## src/rtl/meter_register_poll_sequencer_assert.svh

```systemverilog
// Assertion macros for the meter register poll sequencer.
`ifndef METER_REGISTER_POLL_SEQUENCER_ASSERT_SVH
`define METER_REGISTER_POLL_SEQUENCER_ASSERT_SVH

// Check that cons holds in the same cycle as ante.
`define MRPS_ASSERT_SAME(label, clk, rst_n, ante, cons) \
  label: assert property (@(posedge clk) disable iff (!rst_n) (ante) |-> (cons)) \
    else $error("mrps assertion failed");

// Check that cons holds in the cycle after ante.
`define MRPS_ASSERT_NEXT(label, clk, rst_n, ante, cons) \
  label: assert property (@(posedge clk) disable iff (!rst_n) (ante) |=> (cons)) \
    else $error("mrps assertion failed");

`endif

```

## src/rtl/mrps_pkg.sv

```systemverilog
package mrps_pkg;

  localparam int DEF_RECORDS_PER_BUFFER = 64;
  localparam int DEF_BUFFER_COUNT       = 3;

  localparam logic [7:0] CMD_READ = 8'h58;

  localparam logic [2:0] PHASE_LAST = 3'd5;
  localparam logic [2:0] PHASE_DONE = 3'd6;

  localparam logic [1:0] ACT_TICK     = 2'd0;
  localparam logic [1:0] ACT_RESPONSE = 2'd1;
  localparam logic [1:0] ACT_RELEASE  = 2'd2;

  typedef enum logic [2:0] {
    ST_NONE      = 3'd0,
    ST_REQUEST   = 3'd1,
    ST_CHECK_ERR = 3'd2,
    ST_RECORD    = 3'd3,
    ST_IGNORED   = 3'd4
  } status_t;

  function automatic logic [7:0] poll_addr(input logic [2:0] phase);
    logic [7:0] addr;
    case (phase)
      3'd0:    addr = 8'h04;
      3'd1:    addr = 8'h06;
      3'd2:    addr = 8'h08;
      3'd3:    addr = 8'h0C;
      3'd4:    addr = 8'h01;
      3'd5:    addr = 8'h03;
      default: addr = 8'h00;
    endcase
    return addr;
  endfunction

endpackage

```

## src/rtl/meter_register_poll_sequencer.sv

```systemverilog
// A result is in the output register in the cycle after its input transfer.
// Throughput: one item per cycle; the single output register accepts a new item
// whenever it is empty or its result is taken in the same cycle.
// Reset (rst_n low, synchronous): sequencer idle, buffer 0 slot 0, all full flags
// and held register values cleared, output register empty.
`include "meter_register_poll_sequencer_assert.svh"

module meter_register_poll_sequencer #(
  parameter int RECORDS_PER_BUFFER = mrps_pkg::DEF_RECORDS_PER_BUFFER,
  parameter int BUFFER_COUNT       = mrps_pkg::DEF_BUFFER_COUNT
) (
  input  logic               clk,
  input  logic               rst_n,
  input  logic               in_valid,
  output logic               in_ready,
  input  logic [1:0]         in_action,
  input  logic [7:0]         in_rx_data_high,
  input  logic [7:0]         in_rx_data_mid,
  input  logic [7:0]         in_rx_data_low,
  input  logic [7:0]         in_rx_check,
  input  logic [1:0]         in_release_buffer,
  output logic               out_valid,
  input  logic               out_ready,
  output logic [2:0]         out_status,
  output logic [7:0]         out_request_address,
  output logic [23:0]        out_current_raw,
  output logic [23:0]        out_voltage_raw,
  output logic signed [23:0] out_power_raw,
  output logic [23:0]        out_phase_raw,
  output logic [23:0]        out_current_wave_raw,
  output logic [23:0]        out_voltage_wave_raw,
  output logic [1:0]         out_buffer_index,
  output logic [5:0]         out_record_slot,
  output logic [2:0]         out_full_mask
);

  localparam int SLOT_W = (RECORDS_PER_BUFFER > 1) ? $clog2(RECORDS_PER_BUFFER) : 1;
  localparam int BUF_W  = $clog2(BUFFER_COUNT);

  logic [2:0]              phase_r, phase_nxt;
  logic [23:0]             held_r [5];
  logic [SLOT_W-1:0]       fill_slot_r, fill_slot_nxt;
  logic [BUF_W-1:0]        fill_buffer_r, fill_buffer_nxt;
  logic [BUFFER_COUNT-1:0] full_flags_r, full_flags_nxt;
  logic                    held_we;

  logic                    out_valid_r;
  mrps_pkg::status_t       status_r, status_nxt;
  logic [7:0]              req_addr_r, req_addr_nxt;
  logic [23:0]             rec_r [6];
  logic [23:0]             rec_nxt [6];
  logic [BUF_W-1:0]        buf_idx_r, buf_idx_nxt;
  logic [SLOT_W-1:0]       slot_r, slot_nxt;

  logic                    in_fire;
  logic                    busy;
  logic [7:0]              cur_addr;
  logic [7:0]              sum;
  logic                    chk_ok;
  logic [23:0]             value;
  logic [BUF_W+1:0]        buf_ext;
  logic [SLOT_W+5:0]       slot_ext;
  logic [BUFFER_COUNT+2:0] flags_ext;

  assign in_ready = !out_valid_r || out_ready;
  assign in_fire  = in_valid && in_ready;

  assign busy     = phase_r < mrps_pkg::PHASE_DONE;
  assign cur_addr = mrps_pkg::poll_addr(phase_r);
  assign sum      = mrps_pkg::CMD_READ + cur_addr + in_rx_data_high + in_rx_data_mid
                    + in_rx_data_low;
  assign chk_ok   = ~sum == in_rx_check;
  assign value    = {in_rx_data_high, in_rx_data_mid, in_rx_data_low};

  always_comb begin
    phase_nxt       = phase_r;
    fill_slot_nxt   = fill_slot_r;
    fill_buffer_nxt = fill_buffer_r;
    full_flags_nxt  = full_flags_r;
    held_we         = 1'b0;
    status_nxt      = mrps_pkg::ST_NONE;
    req_addr_nxt    = 8'h00;
    buf_idx_nxt     = '0;
    slot_nxt        = '0;
    for (int i = 0; i < 6; i++) begin
      rec_nxt[i] = 24'h0;
    end
    case (in_action)
      mrps_pkg::ACT_TICK: begin
        if (!busy) begin
          phase_nxt    = 3'd0;
          status_nxt   = mrps_pkg::ST_REQUEST;
          req_addr_nxt = mrps_pkg::poll_addr(3'd0);
        end
      end
      mrps_pkg::ACT_RESPONSE: begin
        if (!busy) begin
          status_nxt = mrps_pkg::ST_IGNORED;
        end else if (!chk_ok) begin
          phase_nxt  = mrps_pkg::PHASE_DONE;
          status_nxt = mrps_pkg::ST_CHECK_ERR;
        end else if (phase_r != mrps_pkg::PHASE_LAST) begin
          held_we      = 1'b1;
          phase_nxt    = phase_r + 3'd1;
          status_nxt   = mrps_pkg::ST_REQUEST;
          req_addr_nxt = mrps_pkg::poll_addr(phase_r + 3'd1);
        end else begin
          phase_nxt   = mrps_pkg::PHASE_DONE;
          status_nxt  = mrps_pkg::ST_RECORD;
          for (int i = 0; i < 5; i++) begin
            rec_nxt[i] = held_r[i];
          end
          rec_nxt[5]  = value;
          buf_idx_nxt = fill_buffer_r;
          slot_nxt    = fill_slot_r;
          if (fill_slot_r == SLOT_W'(RECORDS_PER_BUFFER - 1)) begin
            fill_slot_nxt                 = '0;
            full_flags_nxt[fill_buffer_r] = 1'b1;
            if (fill_buffer_r == BUF_W'(BUFFER_COUNT - 1)) begin
              fill_buffer_nxt = '0;
            end else begin
              fill_buffer_nxt = fill_buffer_r + BUF_W'(1);
            end
            full_flags_nxt[fill_buffer_nxt] = 1'b0;
          end else begin
            fill_slot_nxt = fill_slot_r + SLOT_W'(1);
          end
        end
      end
      mrps_pkg::ACT_RELEASE: begin
        for (int b = 0; b < BUFFER_COUNT; b++) begin
          if (4'(b) == {2'b00, in_release_buffer}) begin
            full_flags_nxt[b] = 1'b0;
          end
        end
      end
      default: begin
        status_nxt = mrps_pkg::ST_NONE;
      end
    endcase
  end

  always_ff @(posedge clk) begin
    if (!rst_n) begin
      phase_r       <= mrps_pkg::PHASE_DONE;
      fill_slot_r   <= '0;
      fill_buffer_r <= '0;
      full_flags_r  <= '0;
      out_valid_r   <= 1'b0;
      for (int i = 0; i < 5; i++) begin
        held_r[i] <= 24'h0;
      end
    end else begin
      if (in_fire) begin
        phase_r       <= phase_nxt;
        fill_slot_r   <= fill_slot_nxt;
        fill_buffer_r <= fill_buffer_nxt;
        full_flags_r  <= full_flags_nxt;
        if (held_we) begin
          held_r[phase_r] <= value;
        end
      end
      if (in_fire) begin
        out_valid_r <= 1'b1;
      end else if (out_ready) begin
        out_valid_r <= 1'b0;
      end
    end
  end

  always_ff @(posedge clk) begin
    if (in_fire) begin
      status_r   <= status_nxt;
      req_addr_r <= req_addr_nxt;
      rec_r      <= rec_nxt;
      buf_idx_r  <= buf_idx_nxt;
      slot_r     <= slot_nxt;
    end
  end

  assign buf_ext   = {2'b00, buf_idx_r};
  assign slot_ext  = {6'b000000, slot_r};
  assign flags_ext = {3'b000, full_flags_r};

  assign out_valid            = out_valid_r;
  assign out_status           = status_r;
  assign out_request_address  = req_addr_r;
  assign out_current_raw      = rec_r[0];
  assign out_voltage_raw      = rec_r[1];
  assign out_power_raw        = $signed(rec_r[2]);
  assign out_phase_raw        = rec_r[3];
  assign out_current_wave_raw = rec_r[4];
  assign out_voltage_wave_raw = rec_r[5];
  assign out_buffer_index     = buf_ext[1:0];
  assign out_record_slot      = slot_ext[5:0];
  assign out_full_mask        = flags_ext[2:0];

  `MRPS_ASSERT_SAME(a_phase_range, clk, rst_n, 1'b1, phase_r <= mrps_pkg::PHASE_DONE)
  `MRPS_ASSERT_SAME(a_fill_not_full, clk, rst_n, 1'b1, !full_flags_r[fill_buffer_r])
  `MRPS_ASSERT_SAME(a_req_addr, clk, rst_n, out_valid_r && status_r == mrps_pkg::ST_REQUEST,
                    req_addr_r != 8'h00)
  `MRPS_ASSERT_NEXT(a_record_idle, clk, rst_n, in_fire && status_nxt == mrps_pkg::ST_RECORD,
                    !busy)

endmodule
```

## config.mk

```make
export PLATFORM = sky130hd
export DESIGN_NAME = meter_register_poll_sequencer
export DESIGN_NICKNAME = d
export VERILOG_FILES = /design/src/rtl/mrps_pkg.sv /design/src/rtl/meter_register_poll_sequencer.sv
export VERILOG_INCLUDE_DIRS = /design/src /design/src/rtl
export SDC_FILE = /design/constraint.sdc
export NUM_CORES = 1
export LEC_CHECK = 0
export ABC_AREA = 1
export BUFFER_PORTS_ARGS = -buffer_cell sky130_fd_sc_hd__buf_2
export CAP_MARGIN = 15
export CORE_MARGIN = 2
export CORE_UTILIZATION = 50
export DETAILED_ROUTE_END_ITERATION = 8
export PLACE_DENSITY = 0.77
export SKIP_LAST_GASP = 1
export SLEW_MARGIN = 20
export SYNTH_ARGS = -nofsm -noshare
export SYNTH_HDL_FRONTEND = slang
export SYNTH_SLANG_ARGS = --single-unit
```

## constraint.sdc

```tcl
create_clock -name clk -period 5.6 [get_ports clk]
set_input_delay 0.56 -clock clk [delete_from_list [all_inputs] [get_ports clk]]
set_output_delay 0.56 -clock clk [all_outputs]
set_load 0.02 [all_outputs]
```

## Yosys cells after proc, flatten, opt, wreduce, memory -nomap -nowiden

Memories as Yosys holds them, arrays and structs flattened. A register that Yosys moved wholly into a read port is not among the register bits.
Index checks and enable logic that the tools add are counted.

- $add $sub $neg: 7
- Order comparisons: 5
- Eq/ne operators: 26
- Muxes and demuxes: 50
- Bitwise operators: 8
- Reductions and logical operators: 20

Operators with widths:

| kind | count |
|---|---|
| $pmux 4 s6 | 2 |
| $mux 3 | 11 |
| $add 8x8->8 | 3 |
| $mux 24 | 1 |
| $reduce_or 24->1 | 1 |
| $reduce_and 7->1 | 3 |
| $mux 1 | 18 |
| $pmux 3 s2 | 3 |
| $mux 2 | 8 |
| $ne 2x2->1 const B | 8 |
| $eq 3x2->1 const B | 4 |
| $eq 3x3->1 const B | 4 |
| $mux 4 | 3 |
| $add 7x8->8 const A | 1 |
| $eq 8x8->1 | 1 |
| $not 8->8 | 1 |
| $pmux 4 s2 | 1 |
| $add 6x1->6 const B | 1 |
| $eq 3x1->1 const B | 2 |
| $eq 6x6->1 const B | 1 |
| $logic_not 3->1 | 2 |
| $lt 2x3->1 const B | 2 |
| $mux 6 | 1 |
| $reduce_and 6->1 | 1 |
| 22 further kinds | 33 |

- Register bits: 58
- Memory bits (writable): 120
- Input port bits: 40
- Logic and storage cells: 129
- Memories kept: 1

Memory list:

| name | depth | bits a word | read ports | clocked after Yosys merged registers in | write ports | line | RTL |
|---|---|---|---|---|---|---|---|
| held_r | 5 | 24 | 5 | 5 | 5 | meter_register_poll_sequencer.sv:41 | `logic [23:0] held_r [5];` |

## Logic depth before layout (Yosys ltp)

Gate-level depths: netlist of run 1.

- Depth after elaboration: 22
- Depth in mapped cells: 24
- Mapped depth without buffers: 24

## Worst setup path before layout of run 1

Ideal clock, no wire load.

- Path kind: in2reg
- From: input in_rx_data_high[2]
- To: memory held_r[4][0] (enable)
- Setup time: 381 ps
- Data arrival time: 4408 ps
- Required time: 5219 ps
- Path slack: 811 ps
- Cell stages on the path: 17
- Path buffers: 1
- Path through: fa_1 inv_1 fa_1 inv_1 ha_1 ha_1 fa_1 xor2_1 nand2_1 nor2_1 nand3_2 nor2_4 nand3_4 nor2_8 nand4_4 buf_6 nand2_1

RTL lines:

| what | line | RTL |
|---|---|---|
| start: declaration | meter_register_poll_sequencer.sv:17 | `input logic [7:0] in_rx_data_high,` |
| end: declaration | meter_register_poll_sequencer.sv:41 |  |

==> results of run 1 <==
## placed cells by master, fill, tap and decap left out, drive strengths merged, types with 3 or more instances in the layout
| cell | Yosys | layout |
|---|---|---|
| ha | 26 | 26 |
| xor2 | 6 | 6 |
| o21ai | 14 | 14 |
| clkinv | 1 | 11 |
| dfxtp | 15 | 15 |
| conb | 1 | 4 |
| buf | 26 | 218 |
| clkbuf | 7 | 32 |
| nor2 | 306 | 306 |
| nand3 | 26 | 26 |
| nor3 | 3 | 3 |
| nand4 | 6 | 6 |
| a21oi | 26 | 26 |
| clkinvlp | 0 | 3 |
| edfxtp | 279 | 279 |
| nand2 | 67 | 67 |
| fa | 11 | 11 |
| bufinv | 0 | 4 |
| inv | 201 | 202 |
## worst min-delay path by stage
stage | depth (start not counted) | from | slack [ps] | endpoint
2_1_floorplan | 2 | fill_slot_r[4] | 460 | fill_slot_r[4]
4_1_cts | 4 | out_ready | 300 | out_valid
3_5_place_dp | 2 | out_full_mask[2] | 480 | out_full_mask[2]
6_report | 4 | out_ready | 310 | out_valid
5_1_grt | 4 | out_ready | 340 | out_valid
3_3_place_gp | 2 | out_full_mask[2] | 470 | out_full_mask[2]
## worst reg2reg max path, delay by kind of cell, from the launching register on
family / cells / cell delay [ps]
buffers and inverters: 4 / 700
adder cells (fa/ha/maj): 5 / 1700
AO/OA/AOI/OAI: 1 / 190
XOR/XNOR: 1 / 140
AND/OR/NAND/NOR: 9 / 1330
flip-flops: 1 / 480
## layout make-up
type                            count  area, µm²
Clock inverter                     18        210
Multi-Input combinational cell    504       2640
Sequential cell                   294       8680
Inverter                          202        768
Fill cell                        1926       9680
Timing Repair Buffer              218       1140
Antenna cell                        2       5.00
Tap cell                          324        405
Clock buffer                       32        716
## cell families after synthesis
group | Yosys count
simple gates | 412
other cells | 1
compound gates | 45
flops | 294
xor+xnor | 6
fa+ha+maj | 37
buf+inv | 235
## state kept, by name (all words and copies together) (netlist names)
| name | count |
|---|---|
| fill_buffer_r | 2 |
| fill_slot_r | 6 |
| held_r | 120 |
| out_buffer_index | 2 |
| out_current_raw | 24 |
| out_current_wave_raw | 24 |
| out_full_mask | 3 |
| out_phase_raw | 24 |
| out_power_raw | 24 |
| out_record_slot | 6 |
| out_request_address | 4 |
| out_status | 3 |
| out_valid | 1 |
| out_voltage_raw | 24 |
| out_voltage_wave_raw | 24 |
| phase_r | 3 |
## metal layers
layer | part of all wire [%] | track usage (%) | vias up
li1 | - | - | 3730
met1 | 42 | 27.8 | 3589
met2 | 48 | 33.3 | 327
met3 | 8.1 | 3.98 | 49
met4 | 2.2 | 5.84 | 0
met5 | 0 | 0 | -
## power by group through the flow
stage	clock network (mW)	registers, mW	logic [mW]
floorplan	0	2.64	0.233
global placement	0	2.56	0.444
detailed placement	0	2.57	0.456
CTS	1.92	2.52	0.458
global route	1.99	2.52	0.503
finish	1.89	2.52	0.455
==> key figures, run 1 <==
GRT
  • Largest net degree at the start of global routing: around 130
  • Vias in the first global route: around 7500
  • Initial antenna violation count: 1
  • GRT Total Usage: 20.3%
  • GR Overflow Total: 0
  • First-pass GRT wire length: 40300 µm

Critical path
  • CP max FO: 25
  • Crit path cell chain: inv_1, ha_1, inv_1, nand2_1, a21oi_1, fa_1, inv_1, ha_1, ha_1, fa_1, xor2_1, nand2_1, nor2_1, nand3_2, nor2_4, nand3_4, nor2_8, nand3_4, nand2_1, buf_4
  • Worst EP arrival: 5090 ps
  • CP delay by family, top: adder cells
  • WP data required: roughly 5800 ps
  • Slowest cell on the critical path: fa_1
  • Crit path to: held_r[3][23]
  • Critical R2R Launch: phase_r[1]
  • FF-to-FF path depth: 20
  • CP Capture Type: flip-flop
  • CP peak stage delay: 520 ps
  • CP Class: reg -> reg
  • CP Launch Point: phase_r[1]
  • Startpoint types: flip-flop
  • Stages on worst setup path: 20
  • Reg2Reg Setup Slack: 720 ps
  • WP buf/inv: 4
  • R2R Path End: held_r[3][23]

Die
  • Die Ht: 161 µm
  • Core footprint: roughly 24000 µm²
  • Die Width: 161 µm
  • Initial Util: 50.7%
  • Die area: 25900 µm²
  • Num ports: 208
  • Row cnt: 57

Synthesis
  • Post-synthesis compound-gate area fraction: 1.94%
  • Unique masters post-synth: 37
  • Top_reg_cell synth: edfxtp_1
  • Register area share after synthesis: 70.6%
  • Count leader, synth: nor2_1
  • Post-Synth Adder-Cell Area: 4.44%
  • Simple-gate share of the synthesized area: 14.6%
  • Netlist Area Pre-Place: 12300 µm²
  • Largest family of logic cells by synthesized area: simple AND/OR/NAND/NOR gates
  • Largest cells by area after synthesis: edfxtp_1 68%, nor2_1 8.6%, inv_1 6.0%, ha_1 2.6%, dfxtp_1 2.4%
  • Top cells by count, synth: 283 x nor2_1, 279 x edfxtp_1, 195 x inv_1
  • Mean Syn Cell Area: 11.9 µm²
  • Synth Instances: 1030
  • Async set or reset register ratio after synthesis: 0%
  • Synthesis Warnings: 0
  • Mux share of post-synthesis cell area: 0%
  • EDFF count, synth: 279
  • Xor/xnor share of the synthesized area: less than 1%
  • Synthesized flop and latch total: 294
  • Synth top area share: 68.1%
  • Area leader, netlist: edfxtp_1

Clocking
  • CTS tree: done
  • CTS max path bufs: 3
  • H-tree levels: 1
  • CTS Hold Bufs: 0
  • Setup Fix Bufs, Post-CTS: 0
  • TritonCTS buffer count: 28
  • Resize count post-CTS: 0
  • Clock latency at the later pin of the worst-skew pair: 550 ps
  • CTS root buf: clkbuf_16
  • Clk sinks: 294
  • Clk slew on worst S/H paths: 60 ps

Place
  • Placer Congestion: between 0.8 and 0.9
  • Worst slack at placement: 606 ps
  • Dpl cells: 1542
  • Port bufs: 203
  • Placed cell areas: 13600 µm²
  • HPWL Detailed: 18200 µm

Drt
  • Vias: 7695
  • Wire length per cell: 16.6 µm
  • Via-to-Cell Ratio: 4.83
  • Post-route DRC violation count: 0
  • 1st-iter DRT viols: 663
  • Initial DRT Pass Iterations: 5
  • Post-route ant nets: 0
  • Final WL: approximately 26000 µm

Final layout
  • Fraction of layout cells with a size suffix above 1: around a quarter
  • Final core occ: between 60% and 70%
  • Finished Cell Area: 14600 µm²
  • P&R area growth vs syn: 18.5%
  • Fin cells: 1594
  • Total Nets Final: roughly 1300

STA
  • Max Slew Vio Count: 0
  • Final Hold Violating Endpoints: 0
  • Final setup fails: 0
  • Hold Worst Slack: roughly 310 ps
  • Clock skew: 26.1 ps
  • Actual slew at the worst max-slew pin: 859 ps
  • Period utilization: 87.2%
  • Setup slack after layout: about 720 ps
  • Final Critical Period: a little under 5000 ps
  • RSZ-0062 raised after global routing: no
  • Setup_tns: 0 ps
  • Fmax: 205 MHz
  • Rel. slew slack: 42.7%

Outcome
  • Status: completed

Power and ir drop
  • Internal cell power: 3.73 mW
  • Switching power: approximately 1.1 mW
  • Pwr dens: 334 nW/µm²
  • Total power: 4.86 mW
  • VDD IR-drop max: between 0.2 and 0.25 mV
  • Share of total power in the clock network: 38.9%
  • Cell leakage power: 6.37 nW
  • Seq pwr share: 51.8%
  • Combinational group share of total power: approximately a tenth
  • Sw Share: 23.4%

Worst hold path
  • HP Class: in -> reg

Flow run
  • Max_cap viols: 0
Note: power is estimated with default switching activity, not from simulation.
==> run 2: changes to the inputs <==
Settings changed: RECOVER_POWER set to 100.
==> run 2 against run 1 <==
The flow now finishes with violations (max-capacitance violations, max-slew violations). Count of clock-buffer cells in the layout is the same. Sequential cell count is the same. Non-clock buffer count is the same. Critical path depth is the same. Largest power group unchanged. Highest routed layer unchanged.
==> key figures, run 2 (same netlist as run 1, synthesis figures left out) <==
Die
  • Num ports: 208 (unchanged)
  • Die Width: 161 µm (unchanged)
  • Row cnt: 57 (unchanged)
  • Initial Util: 50.7% (unchanged)
  • Die Ht: 161 µm (unchanged)
  • Core footprint: 24200 µm² (unchanged)
  • Die area: 25900 µm² (unchanged)

Clocking
  • Resize count post-CTS: 0 (unchanged)
  • Clk slew on worst S/H paths: 60 ps (about the same)
  • CTS root buf: clkbuf_16 (unchanged)
  • CTS max path bufs: 3 (unchanged)
  • H-tree levels: 1 (unchanged)
  • Clock latency at the later pin of the worst-skew pair: 550 ps (about the same)
  • CTS Hold Bufs: 0 (unchanged)
  • TritonCTS buffer count: 28 (unchanged)
  • CTS tree: done (unchanged)
  • Clk sinks: 294 (unchanged)
  • Setup Fix Bufs, Post-CTS: 0 (unchanged)

Critical path
  • CP Class: reg -> reg (unchanged)
  • R2R Path End: held_r[1][17] (was held_r[3][23])
  • Startpoint types: flip-flop (unchanged)
  • Critical R2R Launch: phase_r[1] (unchanged)
  • CP Launch Point: phase_r[1] (unchanged)
  • FF-to-FF path depth: 20 (unchanged)
  • WP data required: 5800 ps (about the same)
  • Crit path to: held_r[1][17] (was held_r[3][23])
  • Crit path cell chain: inv_1, ha_1, inv_1, nand2_1, a21oi_1, fa_1, inv_1, ha_1, ha_1, fa_1, xor2_1, nand2_1, nor2_1, nand3_1, nor2_4, nand3_1, nor2_8, nand3_4, nand2_1, buf_4 (was inv_1, ha_1, inv_1, nand2_1, a21oi_1, fa_1, inv_1, ha_1, ha_1, fa_1, xor2_1, nand2_1, nor2_1, nand3_2, nor2_4, nand3_4, nor2_8, nand3_4, nand2_1, buf_4)
  • Worst EP arrival: 5200 ps (was 5090 ps)
  • WP buf/inv: 4 (unchanged)
  • Reg2Reg Setup Slack: 600 ps (was 720 ps)
  • CP peak stage delay: 520 ps (about the same)
  • Stages on worst setup path: 20 (unchanged)
  • Slowest cell on the critical path: fa_1 (unchanged)
  • CP Capture Type: flip-flop (unchanged)
  • CP max FO: 25 (unchanged)
  • CP delay by family, top: adder cells (unchanged)

GRT
  • Vias in the first global route: 7457 (unchanged)
  • First-pass GRT wire length: 40300 µm (unchanged)
  • GR Overflow Total: 0 (unchanged)
  • Initial antenna violation count: 1 (unchanged)
  • GRT Total Usage: 20.3% (unchanged)
  • Largest net degree at the start of global routing: 126 (unchanged)

Final layout
  • Layout fillers: 2036 (was 1926)
  • Fraction of layout cells with a size suffix above 1: 9.94% (was 23.6%)
  • Multi-input gate area: 2600 µm² (was 2640 µm²)
  • Register area: 8680 µm² (unchanged)
  • P&R area growth vs syn: 16.3% (was 18.5%)
  • Most common cell after layout, fill and taps aside: nor2_1 (unchanged)
  • Finished Cell Area: 14300 µm² (was 14600 µm²)
  • Largest register by flop count: held_r (unchanged)
  • Commonest cells after routing, fill and taps aside: 288 x nor2_1, 279 x edfxtp_1, 194 x inv_1 (was 283 x nor2_1, 279 x edfxtp_1, 203 x buf_2)
  • Total Nets Final: 1325 (unchanged)
  • Max reg flops: 120 (unchanged)

STA
  • Actual slew at the worst max-slew pin: 2550 ps (was 859 ps)
  • Hold Worst Slack: 316 ps (was 313 ps)
  • Max Slew Vio Count: 126 (was 0)
  • RSZ-0062 raised after global routing: no (unchanged)
  • Setup slack after layout: 603 ps (was 715 ps)
  • Clock skew: 24.5 ps (was 26.1 ps)
  • Period utilization: 89.2% (was 87.2%)
  • Setup_tns: 0 ps (unchanged)
  • Final Hold Violating Endpoints: 0 (unchanged)
  • Final setup fails: 0 (unchanged)
  • Rel. slew slack: -69.7% (was 42.7%)
  • Final Critical Period: 5000 ps (was 4880 ps)
  • Fmax: 200 MHz (was 205 MHz)

Place
  • HPWL Detailed: 18200 µm (unchanged)
  • Placed cell areas: 13600 µm² (unchanged)
  • Placer Congestion: 0.849 (unchanged)
  • Port bufs: 203 (unchanged)
  • Worst slack at placement: 606 ps (unchanged)

Worst hold path
  • Min-delay src: out_ready (unchanged)
  • HP Class: in -> reg (unchanged)

Power and ir drop
  • Cell leakage power: 5.83 nW (was 6.37 nW)
  • Pwr dens: 339 nW/µm² (was 334 nW/µm²)
  • VDD IR-drop max: 0.232 mV (was 0.234 mV)

Outcome
  • Status: finished with violations (was completed)
  • Failing checks: max-capacitance violations, max-slew violations

Drt
  • Post-route DRC violation count: 0 (unchanged)
  • Wire length per cell: 16.7 µm (was 16.6 µm)
  • Initial DRT Pass Iterations: 5 (unchanged)
  • 1st-iter DRT viols: 660 (was 663)
  • Via-to-Cell Ratio: 4.83 (about the same)
  • Post-route ant nets: 0 (unchanged)
  • Final WL: 26600 µm (was 26400 µm)
  • Vias: 7702 (was 7695)

Flow run
  • Max_cap viols: 1 (was 0)
## run 2: cell type report
| class | instances | area share (%) |
|---|---|---|
| sequential | 294 | 60.7 |
| multi-input combinational | 504 | 18.2 |
| timing repair buffer | 218 | 6.46 |
| inverter | 202 | 5.35 |
| clock buffer | 32 | 5.00 |
| tap | 324 | 2.83 |
| clock inverter | 18 | 1.47 |
| antenna | 2 | 0.0350 |
## run 2: stage by stage
step | instances | power, mW | utilization, %
floorplan | 1033 | 2.87 | -
global placement | 1542 | 3.01 | 56.2
detailed placement | 1542 | 3.02 | 56.2
CTS | 1592 | 4.89 | 60.0
global route | 1593 | 5.01 | 59.0
finish | 1594 | 4.85 | 59.0
## run 2: metal layers
metal  wire [µm]  GRT usage [%]  up-vias
met5           0              0        -
li1            -              -     3725
met2       12600           33.3      353
met4         542           5.84        0
met1       11300           27.8     3583
met3        2140           3.98       41
## run 2: power breakdown
group          switching, mW  internal [mW]  total [mW]
combinational          0.316          0.118       0.434
clock                  0.788           1.10        1.89
sequential            0.0323           2.49        2.52
## run 2: how the worst min path moves through the flow
stage / end / slack, ps / cells after the start
global placement: out_full_mask[2] / 470 / 2
floorplan: fill_slot_r[4] / 460 / 2
detailed placement: out_full_mask[2] / 480 / 2
finish: out_valid / 320 / 4
global route: out_valid / 340 / 4
CTS: out_valid / 300 / 4
## run 2: tightest hold or removal path, stage by stage
cell	delay, ps
buf_2	70
inv_1	30
nand2_1	80
a21oi_1	70
==> run 3: changes to the inputs <==
Settings changed: ABC_AREA 1 to 0.
==> run 3 against run 2 <==
The run still ends with max-capacitance violations, max-slew violations left. Hold slack got worse by 13 ps. Sequential share of layout area fell by 1.3 points. Maximum frequency fell by 3.0%. Clock skew fell by 14 ps. Sequential cell count did not move. Clock power fell by 5%. Count of clock-buffer cells in the layout rose by 1. Total power fell by 1.9%. Die area rose by 3.0%. Cell count fell by 3.3%.
==> key figures, run 3 <==
STA
  • RSZ-0062 raised after global routing: no (unchanged)
  • Final Hold Violating Endpoints: 0 (unchanged)
  • Hold Worst Slack: 303 ps (was 316 ps)
  • Period utilization: 92.0% (was 89.2%)
  • Final Critical Period: 5150 ps (was 5000 ps)
  • Actual slew at the worst max-slew pin: 3910 ps (was 2550 ps)
  • Clock skew: 10.9 ps (was 24.5 ps)
  • Fmax: 194 MHz (was 200 MHz)
  • Setup_tns: 0 ps (unchanged)
  • Final setup fails: 0 (unchanged)
  • Max Slew Vio Count: 71 (was 126)
  • Rel. slew slack: -161% (was -69.7%)

Final layout
  • Register area: 8680 µm² (unchanged)
  • Commonest cells after routing, fill and taps aside: 279 x edfxtp_1, 170 x nor2_1, 170 x clkbuf_1 (was 288 x nor2_1, 279 x edfxtp_1, 194 x inv_1)
  • P&R area growth vs syn: 15.2% (was 16.3%)
  • Layout fillers: 2040 (was 2036)
  • Total Nets Final: 1268 (was 1325)
  • Most common cell after layout, fill and taps aside: edfxtp_1 (was nor2_1)
  • Finished Cell Area: 14600 µm² (was 14300 µm²)
  • Multi-input gate area: 3530 µm² (was 2600 µm²)
  • Fraction of layout cells with a size suffix above 1: 8.68% (was 9.94%)
  • Max reg flops: 120 (unchanged)
  • Largest register by flop count: held_r (unchanged)
  • Final core occ: 58.3% (was 59.0%)

Synthesis
  • Unique masters post-synth: 44 (was 37)
  • Count leader, synth: edfxtp_1 (was nor2_1)
  • Netlist Area Pre-Place: 12700 µm² (was 12300 µm²)
  • Largest cells by area after synthesis: edfxtp_1 66%, nand3_1 5.5%, nor2_1 5.0%, and2_1 4.9%, ha_1 2.6% (was edfxtp_1 68%, nor2_1 8.6%, inv_1 6.0%, ha_1 2.6%, dfxtp_1 2.4%)
  • Area leader, netlist: edfxtp_1 (unchanged)
  • Top cells by count, synth: 279 x edfxtp_1, 170 x nor2_1, 139 x nand3_1 (was 283 x nor2_1, 279 x edfxtp_1, 195 x inv_1)
  • Register area share after synthesis: 68.5% (was 70.6%)
  • Top_reg_cell synth: edfxtp_1 (unchanged)
  • Synthesized flop and latch total: 294 (unchanged)
  • EDFF count, synth: 279 (unchanged)
  • Synth Instances: 1005 (was 1030)
  • Mean Syn Cell Area: 12.6 µm² (was 11.9 µm²)
  • Async set or reset register ratio after synthesis: 0% (unchanged)
  • Synthesis Warnings: 0 (unchanged)
  • Synth top area share: 66.1% (was 68.1%)

Clocking
  • TritonCTS buffer count: 29 (was 28)
  • Setup Fix Bufs, Post-CTS: 0 (unchanged)
  • CTS max path bufs: 3 (unchanged)
  • CTS Hold Bufs: 0 (unchanged)
  • H-tree levels: 1 (unchanged)
  • CTS root buf: clkbuf_16 (unchanged)
  • CTS tree: done (unchanged)
  • Clk sinks: 294 (unchanged)
  • Clock latency at the later pin of the worst-skew pair: 530 ps (was 550 ps)
  • Clk slew on worst S/H paths: 60 ps (about the same)
  • Resize count post-CTS: 0 (unchanged)

Critical path
  • FF-to-FF path depth: 15 (was 20)
  • Crit path to: held_r[1][16] (was held_r[1][17])
  • WP data required: 5790 ps (was 5800 ps)
  • CP Launch Point: phase_r[2] (was phase_r[1])
  • CP Class: reg -> reg (unchanged)
  • R2R Path End: held_r[1][16] (was held_r[1][17])
  • Critical R2R Launch: phase_r[2] (was phase_r[1])
  • CP max FO: 24 (was 25)
  • Reg2Reg Setup Slack: 450 ps (was 600 ps)
  • CP Capture Type: flip-flop (unchanged)
  • Startpoint types: flip-flop (unchanged)
  • Worst EP arrival: 5350 ps (was 5200 ps)

Power and ir drop
  • Cell leakage power: 5.07 nW (was 5.83 nW)
  • Combinational group share of total power: 9.2% (was 8.9%)
  • Share of total power in the clock network: 37.9% (was 39.0%)
  • Seq pwr share: 52.9% (was 52.1%)
  • VDD IR-drop max: 0.220 mV (was 0.232 mV)
  • Sw Share: 23.4% (about the same)
  • Internal cell power: 3.65 mW (was 3.71 mW)
  • Pwr dens: 326 nW/µm² (was 339 nW/µm²)
  • Switching power: 1.11 mW (was 1.14 mW)

Drt
  • Post-route DRC violation count: 0 (unchanged)
  • Met1 wire length: 11900 µm (was 11300 µm)
  • Via-to-Cell Ratio: 5.43 (was 4.83)
  • Wire length per cell: 18.9 µm (was 16.7 µm)
  • Post-route ant nets: 0 (unchanged)
  • Vias: 8369 (was 7702)
  • Top sig layer: met4 (unchanged)
  • Met3 WL: 2290 µm (was 2140 µm)
  • Length of routed met2 wiring: 14300 µm (was 12600 µm)
  • Final WL: 29200 µm (was 26600 µm)
  • 1st-iter DRT viols: 840 (was 660)
  • Initial DRT Pass Iterations: 5 (unchanged)

GRT
  • Largest net degree at the start of global routing: 91 (was 126)
  • GRT Total Usage: 21.4% (was 20.3%)
  • First-pass GRT wire length: 43500 µm (was 40300 µm)
  • Initial antenna violation count: 0 (was 1)
  • Vias in the first global route: 7829 (was 7457)
  • GR Overflow Total: 0 (unchanged)

Place
  • Placed cell areas: 14000 µm² (was 13600 µm²)
  • Placer Congestion: 0.883 (was 0.849)
  • Port bufs: 203 (unchanged)
  • HPWL Detailed: 19200 µm (was 18200 µm)

Outcome
  • Status: finished with violations (unchanged)
  • Failing checks: max-capacitance violations, max-slew violations (unchanged)

Flow run
  • Max_cap viols: 1 (unchanged)

Worst hold path
  • HP Class: in -> reg (unchanged)

Die
  • Initial Util: 50.6% (was 50.7%)
  • Core footprint: 25000 µm² (was 24200 µm²)
  • Die area: 26600 µm² (was 25900 µm²)
  • Die Ht: 163 µm (was 161 µm)
  • Row cnt: 58 (was 57)
  • Num ports: 208 (unchanged)
  • Die Width: 163 µm (was 161 µm)
run 3: changes by cell type after synthesis, moves of 38 or more:
cell,change
nand3_1,+119
nor2_1,-113
clkbuf_1,+39
inv_1,-151
and2_1,+100
nand2_1,-38
run 3: worst min-delay path by stage:
stage	endpoint	start	slack, ps	cells past startpoint
floorplan	fill_slot_r[4]	fill_slot_r[4]	460	2
global placement	out_full_mask[0]	out_full_mask[0]	460	2
detailed placement	out_full_mask[1]	out_full_mask[1]	480	2
CTS	out_valid	in_valid	290	3
global route	out_valid	in_valid	300	3
finish	out_valid	in_valid	300	3
run 3: stage by stage:
stage	setup slack [ps]	cells	total power, mW
5_1_grt	90.6	1540	4.92
4_1_cts	536	1540	4.80
3_5_place_dp	372	1490	3.02
6_report	448	1541	4.76
2_1_floorplan	547	1008	2.86
3_3_place_gp	531	1490	3.00
run 3: routing by layer:
| layer | track usage (%) | up-vias |
|---|---|---|
| met1 | 29.4 | 4049 |
| met5 | 0 | - |
| met3 | 2.97 | 53 |
| met2 | 35.7 | 373 |
| met4 | 6.40 | 0 |
| li1 | - | 3894 |
run 3: cell type report:
| type | count | area share, % |
|---|---|---|
| Clock inverter | 17 | 0.908 |
| Antenna cell | 1 | 0.0171 |
| Clock buffer | 33 | 5.07 |
| Sequential cell | 294 | 59.4 |
| Timing Repair Buffer | 222 | 6.40 |
| Inverter | 45 | 1.18 |
| Tap cell | 330 | 2.83 |
| Multi-Input combinational cell | 599 | 24.2 |
run 3: worst max-delay path, stage by stage, from the launching register on:
cell and delay [ps]:
dfxtp_1 640, inv_1 230, ha_1 280, nor2_1 170, fa_1 440, inv_1 70, ha_1 230, ha_1 230
fa_1 470, xnor2_1 150, nor4_1 250, o211ai_1 250, a211oi_2 550, and4_2 350, nand2b_1 110, clkbuf_4 390
run 3: logic make-up (layout without fill, tap and decap cells):
family          Yosys count  count (layout)  synth area share, %
fa+ha+maj                37              37                 4.30
flops                   294             294                 68.5
xor+xnor                 15              15                 1.25
simple gates            494             494                 19.3
compound gates           40              40                 2.25
other cells               1               5               0.0296
mux                       9               9                0.711
buf+inv                 115             317                 3.72
run 3: power by group through the flow:
stage / Sequential [mW] / Clock, mW / Combinational [mW]
floorplan: 2.63 / 0 / 0.233
global route: 2.52 / 1.91 / 0.480
detailed placement: 2.56 / 0 / 0.457
finish: 2.52 / 1.80 / 0.438
CTS: 2.51 / 1.82 / 0.459
global placement: 2.56 / 0 / 0.446
